==> src/rtl/imufd_pkg.sv <==
// ----------------------------------------------------------------------------
// imufd_pkg: shared definitions for the IMU frame decoder
// Frame layout constants, result quantity codes, emitter states and the
// offset and quantity lookup functions.
// ----------------------------------------------------------------------------
package imufd_pkg;

  localparam int FRAME_BYTES  = 33;
  localparam int POS_W        = 6;
  localparam int WORDS        = 10;
  localparam int WORD_AW      = 4;
  localparam int SUM_DEPTH    = 3;
  localparam int SUM_AW       = 2;
  localparam int VALUE_W      = 48;
  localparam int SUM_WIDTH_DEF = 48;

  localparam logic [POS_W-1:0] LAST_OFF  = POS_W'(FRAME_BYTES - 1);
  localparam logic [POS_W-1:0] OFF_CODE0 = 6'd1;
  localparam logic [POS_W-1:0] OFF_HDR1  = 6'd11;
  localparam logic [POS_W-1:0] OFF_CODE1 = 6'd12;
  localparam logic [POS_W-1:0] OFF_HDR2  = 6'd22;
  localparam logic [POS_W-1:0] OFF_CODE2 = 6'd23;

  localparam logic [7:0] HDR_BYTE   = 8'h55;
  localparam logic [7:0] CODE_ACC   = 8'h51;
  localparam logic [7:0] CODE_RATE  = 8'h52;
  localparam logic [7:0] CODE_ANGLE = 8'h53;

  localparam logic [3:0] QTY_ACC_X  = 4'd0;
  localparam logic [3:0] QTY_GYRO_X = 4'd3;
  localparam logic [3:0] QTY_GYRO_Z = 4'd5;
  localparam logic [3:0] QTY_ROLL   = 4'd6;
  localparam logic [3:0] QTY_PITCH  = 4'd7;
  localparam logic [3:0] QTY_YAW    = 4'd8;
  localparam logic [3:0] QTY_TEMP   = 4'd9;
  localparam logic [3:0] QTY_SUM_X  = 4'd10;
  localparam logic [3:0] QTY_SUM_Z  = 4'd12;

  localparam logic [WORD_AW-1:0] WORD_TEMP = 4'd3;
  localparam logic [WORD_AW-1:0] WORD_YAW  = 4'd9;

  typedef enum logic [1:0] {
    EM_IDLE,
    EM_READ,
    EM_LOAD,
    EM_ERROR
  } emit_state_t;

  // Where a frame byte lands in the word store.
  typedef struct packed {
    logic               hit;
    logic [WORD_AW-1:0] idx;
    logic               high;
  } byte_slot_t;

  function automatic byte_slot_t slot_of_offset(logic [POS_W-1:0] off);
    byte_slot_t s;
    s = '0;
    // Group 0 and group 2 words start on even offsets, group 1 on odd offsets.
    if (off >= 6'd2 && off <= 6'd9) begin
      s.hit  = 1'b1;
      s.idx  = WORD_AW'((off - 6'd2) >> 1);
      s.high = off[0];
    end else if (off >= 6'd13 && off <= 6'd18) begin
      s.hit  = 1'b1;
      s.idx  = WORD_AW'(6'd4 + ((off - 6'd13) >> 1));
      s.high = ~off[0];
    end else if (off >= 6'd24 && off <= 6'd29) begin
      s.hit  = 1'b1;
      s.idx  = WORD_AW'(6'd7 + ((off - 6'd24) >> 1));
      s.high = off[0];
    end
    return s;
  endfunction

  function automatic logic [WORD_AW-1:0] word_of_qty(logic [3:0] q);
    logic [WORD_AW-1:0] w;
    case (q) inside
      [4'd0:4'd2]: w = q;
      [4'd3:4'd7]: w = q + 4'd1;
      QTY_YAW:     w = WORD_YAW;
      QTY_TEMP:    w = WORD_TEMP;
      default:     w = '0;
    endcase
    return w;
  endfunction

  function automatic logic [SUM_AW-1:0] sum_of_qty(logic [3:0] q);
    logic [SUM_AW-1:0] s;
    case (q) inside
      [4'd3:4'd5]:   s = SUM_AW'(q - QTY_GYRO_X);
      [4'd10:4'd12]: s = SUM_AW'(q - QTY_SUM_X);
      default:       s = '0;
    endcase
    return s;
  endfunction

endpackage

==> src/rtl/imu_frame_decoder_with_yaw_unwrap.sv <==
// ----------------------------------------------------------------------------
// imu_frame_decoder_with_yaw_unwrap: 33-byte IMU frame decoder
// Collects the little-endian words of a frame into a banked word memory and,
// at the frame end, sends thirteen tagged results (or one format error),
// with yaw unwrapping and running gyro sums held in a sum memory.
//
//   channel | side   | payload                                  | transfer when
//   in      | sink   | kind, data_byte, frame_start             | in_valid & !in_stall
//   out     | source | quantity, value, status, last            | out_valid & !out_stall
//
// A frame byte is taken every cycle unless it stalls as said below. Results of a
// good frame leave one at a time, each read from the word and sum memories
// and then loaded into the output register; an error frame gives one result.
// The word memory has two banks, so the next frame fills one while the last
// is read out. A clear or a frame-final byte stalls while results are going out.
// Reset is immediate: the sum entries carry valid bits, so there is no clearing pass.
// ----------------------------------------------------------------------------
module imu_frame_decoder_with_yaw_unwrap #(
  parameter int SUM_WIDTH = imufd_pkg::SUM_WIDTH_DEF
) (
  input  logic                                clk,
  input  logic                                rst,
  input  logic                                in_valid,
  output logic                                in_stall,
  input  logic                                kind,
  input  logic [7:0]                          data_byte,
  input  logic                                frame_start,
  output logic                                out_valid,
  input  logic                                out_stall,
  output logic [3:0]                          quantity,
  output logic signed [imufd_pkg::VALUE_W-1:0] value,
  output logic                                status,
  output logic                                last
);
  import imufd_pkg::*;

  // Input side.
  logic [POS_W-1:0] byte_pos;
  logic [POS_W-1:0] off_eff;
  logic             format_bad;
  logic             bad_next;
  logic             wbank;
  logic             in_acc;
  logic             byte_acc;
  logic             frame_end;
  byte_slot_t       slot;

  // Emitter.
  emit_state_t      em_state;
  emit_state_t      em_state_next;
  logic [3:0]       qty;
  logic             rbank;
  logic             em_busy;
  logic             slot_free;
  logic             load;
  logic             rd_en;
  logic             sum_we;
  logic [SUM_AW-1:0] sidx;

  // Memories and their read registers.
  logic [15:0]          word_mem [0:2**(WORD_AW+1)-1];
  logic [SUM_WIDTH-1:0] sum_mem [0:SUM_DEPTH-1];
  logic [SUM_DEPTH-1:0] sum_valid;
  logic [15:0]          word_rdata;
  logic [SUM_WIDTH-1:0] sum_rdata;
  logic                 sum_hit;

  // Unwrap state.
  logic [15:0] prev_yaw;
  logic [31:0] yaw_turns;
  logic [31:0] turns_next;

  // Datapath.
  logic signed [15:0]          word_s;
  logic signed [15:0]          prev_s;
  logic signed [16:0]          yaw_diff;
  logic signed [SUM_WIDTH-1:0] sum_cur;
  logic [SUM_WIDTH-1:0]        sum_new;
  logic signed [VALUE_W-1:0]   value_load;

  // --------------------------------------------------------------------------
  // Input handling
  // --------------------------------------------------------------------------
  always_comb begin
    if (frame_start || byte_pos > LAST_OFF) begin
      off_eff = '0;
    end else begin
      off_eff = byte_pos;
    end
  end

  assign em_busy   = (em_state != EM_IDLE);
  assign in_stall  = em_busy && (kind || off_eff == LAST_OFF);
  assign in_acc    = in_valid && !in_stall;
  assign byte_acc  = in_acc && !kind;
  assign frame_end = byte_acc && (off_eff == LAST_OFF);
  assign slot      = slot_of_offset(off_eff);

  always_comb begin
    bad_next = format_bad;
    if (off_eff == '0) begin
      bad_next = (data_byte != HDR_BYTE);
    end else if (off_eff == OFF_HDR1 || off_eff == OFF_HDR2) begin
      bad_next = format_bad || (data_byte != HDR_BYTE);
    end else if (off_eff == OFF_CODE0) begin
      bad_next = format_bad || (data_byte != CODE_ACC);
    end else if (off_eff == OFF_CODE1) begin
      bad_next = format_bad || (data_byte != CODE_RATE);
    end else if (off_eff == OFF_CODE2) begin
      bad_next = format_bad || (data_byte != CODE_ANGLE);
    end
  end

  always_ff @(posedge clk) begin
    if (rst) begin
      byte_pos   <= '0;
      format_bad <= 1'b0;
      wbank      <= 1'b0;
    end else if (byte_acc) begin
      byte_pos   <= frame_end ? '0 : off_eff + 6'd1;
      format_bad <= bad_next;
      // A good frame hands its bank to the emitter.
      if (frame_end && !bad_next) begin
        wbank <= ~wbank;
      end
    end
  end

  // Byte-lane writes into the current fill bank.
  always_ff @(posedge clk) begin
    if (byte_acc && slot.hit) begin
      if (slot.high) begin
        word_mem[{wbank, slot.idx}][15:8] <= data_byte;
      end else begin
        word_mem[{wbank, slot.idx}][7:0] <= data_byte;
      end
    end
  end

  // --------------------------------------------------------------------------
  // Emitter
  // --------------------------------------------------------------------------
  assign slot_free = !out_valid || !out_stall;
  assign sidx      = sum_of_qty(qty);

  always_comb begin
    em_state_next = em_state;
    unique case (em_state)
      EM_IDLE: begin
        if (frame_end) begin
          em_state_next = bad_next ? EM_ERROR : EM_READ;
        end
      end
      EM_READ: em_state_next = EM_LOAD;
      EM_LOAD: begin
        if (slot_free) begin
          em_state_next = (qty == QTY_SUM_Z) ? EM_IDLE : EM_READ;
        end
      end
      EM_ERROR: begin
        if (slot_free) begin
          em_state_next = EM_IDLE;
        end
      end
      default: em_state_next = EM_IDLE;
    endcase
  end

  always_comb begin
    rd_en  = 1'b0;
    load   = 1'b0;
    sum_we = 1'b0;
    unique case (em_state)
      EM_IDLE:  ;
      EM_READ:  rd_en = 1'b1;
      EM_LOAD: begin
        load   = slot_free;
        sum_we = slot_free && qty >= QTY_GYRO_X && qty <= QTY_GYRO_Z;
      end
      EM_ERROR: load = slot_free;
      default:  ;
    endcase
  end

  always_ff @(posedge clk) begin
    if (rst) begin
      em_state <= EM_IDLE;
      qty      <= '0;
      rbank    <= 1'b0;
    end else begin
      em_state <= em_state_next;
      if (em_state == EM_IDLE && frame_end) begin
        qty   <= QTY_ACC_X;
        rbank <= wbank;
      end else if (em_state == EM_LOAD && load) begin
        qty <= qty + 4'd1;
      end
    end
  end

  always_ff @(posedge clk) begin
    if (rd_en) begin
      word_rdata <= word_mem[{rbank, word_of_qty(qty)}];
      sum_rdata  <= sum_mem[sidx];
      sum_hit    <= sum_valid[sidx];
    end
  end

  always_ff @(posedge clk) begin
    if (sum_we) begin
      sum_mem[sidx] <= sum_new;
    end
  end

  always_ff @(posedge clk) begin
    if (rst) begin
      sum_valid <= '0;
    end else if (sum_we) begin
      sum_valid[sidx] <= 1'b1;
    end
  end

  // --------------------------------------------------------------------------
  // Datapath
  // --------------------------------------------------------------------------
  assign word_s   = signed'(word_rdata);
  assign prev_s   = signed'(prev_yaw);
  assign yaw_diff = 17'(word_s) - 17'(prev_s);
  assign sum_cur  = sum_hit ? signed'(sum_rdata) : '0;
  assign sum_new  = sum_cur + SUM_WIDTH'(word_s);

  // A jump of more than half a turn means the yaw crossed the wrap point.
  always_comb begin
    if (yaw_diff < -17'sd32768) begin
      turns_next = yaw_turns + 32'd1;
    end else if (yaw_diff > 17'sd32768) begin
      turns_next = yaw_turns - 32'd1;
    end else begin
      turns_next = yaw_turns;
    end
  end

  always_comb begin
    case (qty) inside
      QTY_YAW:               value_load = signed'({turns_next, 16'h0000}) + VALUE_W'(word_s);
      [QTY_SUM_X:QTY_SUM_Z]: value_load = VALUE_W'(sum_cur);
      default:               value_load = VALUE_W'(word_s);
    endcase
  end

  always_ff @(posedge clk) begin
    if (rst) begin
      prev_yaw  <= '0;
      yaw_turns <= '0;
    end else if (in_acc && kind) begin
      prev_yaw  <= '0;
      yaw_turns <= '0;
    end else if (em_state == EM_LOAD && load && qty == QTY_YAW) begin
      prev_yaw  <= word_rdata;
      yaw_turns <= turns_next;
    end
  end

  // --------------------------------------------------------------------------
  // Output register
  // --------------------------------------------------------------------------
  always_ff @(posedge clk) begin
    if (rst) begin
      out_valid <= 1'b0;
    end else if (load) begin
      out_valid <= 1'b1;
    end else if (!out_stall) begin
      out_valid <= 1'b0;
    end
  end

  always_ff @(posedge clk) begin
    if (load) begin
      if (em_state == EM_ERROR) begin
        quantity <= QTY_ACC_X;
        value    <= '0;
        status   <= 1'b1;
        last     <= 1'b1;
      end else begin
        quantity <= qty;
        value    <= value_load;
        status   <= 1'b0;
        last     <= (qty == QTY_SUM_Z);
      end
    end
  end

  // --------------------------------------------------------------------------
  // Assertions
  // --------------------------------------------------------------------------
  a_frame_end_idle: assert property (@(posedge clk) disable iff (rst)
    frame_end |-> em_state == EM_IDLE)
    else $error("frame end transfer while results still going out");

  a_clear_idle: assert property (@(posedge clk) disable iff (rst)
    (in_acc && kind) |-> em_state == EM_IDLE)
    else $error("yaw clear transfer while results still going out");

  a_error_result: assert property (@(posedge clk) disable iff (rst)
    (em_state == EM_ERROR && load) |=> out_valid && status && last)
    else $error("error result not presented as a single final item");

  a_run_end: assert property (@(posedge clk) disable iff (rst)
    (em_state == EM_LOAD && load && qty == QTY_SUM_Z) |=> out_valid && last && !status
      && em_state == EM_IDLE)
    else $error("good frame run did not end on the last gyro sum");

  a_pos_range: assert property (@(posedge clk) disable iff (rst)
    byte_pos <= LAST_OFF)
    else $error("byte position beyond the frame");

endmodule
==> config.mk <==
export PLATFORM = sky130hd
export DESIGN_NAME = imu_frame_decoder_with_yaw_unwrap
export DESIGN_NICKNAME = d
export VERILOG_FILES = /design/src/rtl/imufd_pkg.sv /design/src/rtl/imu_frame_decoder_with_yaw_unwrap.sv
export SDC_FILE = /design/constraint.sdc
export NUM_CORES = 1
export LEC_CHECK = 0
export BUFFER_PORTS_ARGS = -buffer_cell sky130_fd_sc_hd__buf_4
export CORE_ASPECT_RATIO = 1.1
export CORE_MARGIN = 8
export CORE_UTILIZATION = 34
export CTS_BUF_LIST = sky130_fd_sc_hd__clkbuf_2 sky130_fd_sc_hd__clkbuf_4 sky130_fd_sc_hd__clkbuf_8
export CTS_CLUSTER_SIZE = 25
export DETAILED_ROUTE_END_ITERATION = 6
export HOLD_SLACK_MARGIN = 0.08
export SYNTH_ARGS = -nofsm -noshare
export SYNTH_HDL_FRONTEND = slang
export SYNTH_SLANG_ARGS = --single-unit
==> constraint.sdc <==
create_clock -name clk -period 14 [get_ports clk]
set_input_delay 2.8 -clock clk [delete_from_list [all_inputs] [get_ports clk]]
set_output_delay 2.8 -clock clk [all_outputs]
set_load 0.05 [all_outputs]
==> run metrics <==
outcome finished clean; FF-to-FF setup slack 6.53 ns; hold depth 2; biggest area consumer among synthesized cells edfxtp_1; Synth top area share 0.579; crit path buf inv count 2; Largest delay share family, worst path simple AND/OR/NAND/NOR gates; routed vias/inst 5.28; Hold WS 0.452 ns; Final #Nets 3629; clk slew on worst S/H paths 0.05 ns; crit path kind in2out; Syn Inst Count 3452; pin slew with the least headroom to its limit 1.07 ns; reg2reg end value[47]$_SDFFCE_PP0P_; vias in the first global route 26500; GRT Overall Usage 0.154; Worst Skew 0.0397 ns; Design Power 4.94 mW; Yosys reg bits 842; crit path max fanout 12; DR DRC count 0; Setup crit end kind output pin; crit share post-route 0.551; initial antenna violation count 3; layout cell share with drive strength beyond 1 0.102; Die ar. 129000 sq um; Max rail drop VDD 0.0000808 V; Die Height 377 um; slowest CP cell a21oi_1; CP Cell Sequence buf_4, a21oi_1, nand2_1, ha_1, and3_1, nor2_1, nor2_1, buf_4; fmax 130 MHz; FFs w/ async S/R, synth 0; worst hold path type reg2reg; Startpoint Class input pin; clk_lat worst skew 0.81 ns; antenna-violating nets left 0; io pins 70; Syn-to-layout area delta 11.9%; Hold Path Origin prev_s[4]$_SDFFE_PP0P_; combinational cell fraction of total power 0.012; Hold-fix buffers, CTS 0; Slew Viols, Final 0; Reg2Reg Launch Point word_rdata[0]$_DFFE_PP_; final setup TNS 0 ns; leakage power 15.3 nW; Critical Path Max Stage Delay 0.64 ns; Seq pwr share 0.553; DR WL/cell 20.0 um; Post-synth EDFFs 775; slew margin rel. 0.287; Die X 344 um; pwr/cell area 110 nW/um^2; clk buf depth 3; Core Footprint 117000 sq um; gpl congestion 0.886; postcts setup bufs 0; Final setup viols 0; Synth Warn # 0; Netlist cell types 84; routed wire length 103000 um; part of the Yosys area used for sequential elements 0.613; row count 132; Synth Area per Inst 11.6 sq um; Post-synth top flop edfxtp_1; total clock sinks 842; unrepaired setup endpoints after global routing false; cts repair resizes 0; Req. time, crit path 11.20 ns; first-pass GRT wire length 156000 um; largest net degree at the start of global routing 87; Reg2Reg Depth 25; CTS tree built; H-tree level count 4; cts bufs inserted 139; total gr overflow 0; Cell Int Power 3.88 mW; Sw Ratio 0.215; Period minus WS final 7.72 ns; mapped cell area 40200 sq um; Mapped Nets 3583; WP data arrival 4.92 ns; detailed-route via count 27200; starting density of the core 0.342; most common cell after layout, fill and taps aside edfxtp_1; Initial DRC Count 2113; Detailed Routing Iterations Pass 1 7; input/output buffers 69; commonest non-fill, non-tap cells in the layout edfxtp_1 (775), nand2_1 (476), a21oi_1 (244); Hold Path Sink prev_s[4]$_SDFFE_PP0P_; max_cap viols 0; clock share of power 0.435; post-place setup slack 6.28 ns; Psw 1.06 mW; Fin. Hold Viols 0; dpl hpwl 65000 um; top cells by area, synth edfxtp_1 (58%), nand2_1 (4.4%), a211oi_1 (3.7%), ha_1 (3.5%), dfxtp_1 (3.3%); final core occ 0.383; post-layout worst setup margin 6.28 ns; clock root buffer clkbuf_8
## layer usage
metal | global-route usage | routed length (um) | vias up
met1 | 0.206 | 45800 | 13200
li1 | - | - | 13000
met4 | 0.0443 | 2210 | 2
met2 | 0.257 | 49000 | 796
met5 | 0 | 7 | -
met3 | 0.0283 | 6140 | 159
## cells by family after synthesis
family,after synthesis,share of synthesized area
flip-flops,842,0.613
buffers and inverters,258,0.0246
AO/OA/AOI/OAI,891,0.149
AND/OR/NAND/NOR,1160,0.135
XOR/XNOR,126,0.0275
multiplexers,58,0.0146
adder cells (fa/ha/maj),117,0.0370
## power by group through the flow
stage          clock network (mW)  logic, mW  registers, mW
6_report                     2.15     0.0596           2.73
5_1_grt                      2.31     0.0647           2.73
4_1_cts                      2.20     0.0610           2.73
3_5_place_dp                    0     0.0608           2.78
3_3_place_gp                    0     0.0601           2.78
2_1_floorplan                   0     0.0164           2.78
## worst reg2reg max path: stages (launching register included)
cell and delay (ns):
edfxtp_1 0.40, inv_1 0.06, ha_1 0.22, fa_1 0.41, nand2b_1 0.20, a21oi_1 0.22
a2111oi_0 0.14, a2111o_1 0.37, or4b_1 0.51, a2111oi_2 0.48, a211o_1 0.47, or2_1 0.29
o21ai_0 0.14, xnor2_1 0.17, ha_1 0.34, o21ai_0 0.10, o21bai_1 0.14, a21oi_1 0.13
o31ai_1 0.55, a2111oi_0 0.21, nor3_1 0.48, a21oi_1 0.16, a2111oi_0 0.69, or4_1 0.21
a21o_1 0.08, nand3_1 0.05
## area by class of cell
cell class	instances	area, sq um
fill	11300	72400
sequential	842	24600
multi-input combinational	2352	14700
clock buffer	188	2290
tap	1541	1930
timing repair buffer	105	788
clock inverter	60	447
inverter	58	218
antenna	3	7.51
## cells in the mapped netlist, drive strengths merged (13+ instances only)
library cell	instances
a311oi	69
nand3	49
nand2b	28
nand2	476
o21a	16
and2	194
a211oi	198
a31oi	93
ha	114
or3	27
xnor2	76
a21oi	245
nor2b	16
nor3	29
a21o	69
o21ai	86
dfxtp	67
xor2	50
inv	56
edfxtp	775
o21bai	13
nor2	244
clkbuf	190
and3	31
mux2i	53
## per-stage QoR
stage | area [sq um] | instances
3_5_place_dp | 42200 | 4898
5_1_grt | 45000 | 5148
2_1_floorplan | 40200 | 3452
3_3_place_gp | 42200 | 4898
4_1_cts | 45000 | 5146
6_report | 45000 | 5149
## registers in the layout (all words and copies together), names as in the netlist
register	cells
word_mem	512
sum_mem	144
sum_rdata	48
value	48
yaw_turns	32
prev_s	16
word_rdata	16
byte_pos	6
qty	4
quantity	4
sum_valid	3
em_state	2
format_bad	1
last	1
out_valid	1
rbank	1
status	1
sum_hit	1
wbank	1
## worst max-delay path by stage
stage,cells after the start,to,startpoint,slack (ns)
global placement,8,in_stall,frame_start,6.37
detailed placement,16,word_mem[4][4]$_DFFE_PP_,frame_start,6.28
finish,8,in_stall,frame_start,6.28
floorplan,3,sum_mem[2][0]$_DFFE_PP_,out_stall,1.23
CTS,8,in_stall,frame_start,6.32
global route,27,value[46]$_SDFFCE_PP0P_,word_rdata[0]$_DFFE_PP_,5.95
No activity file was read; power rests on OpenSTA's default activity.
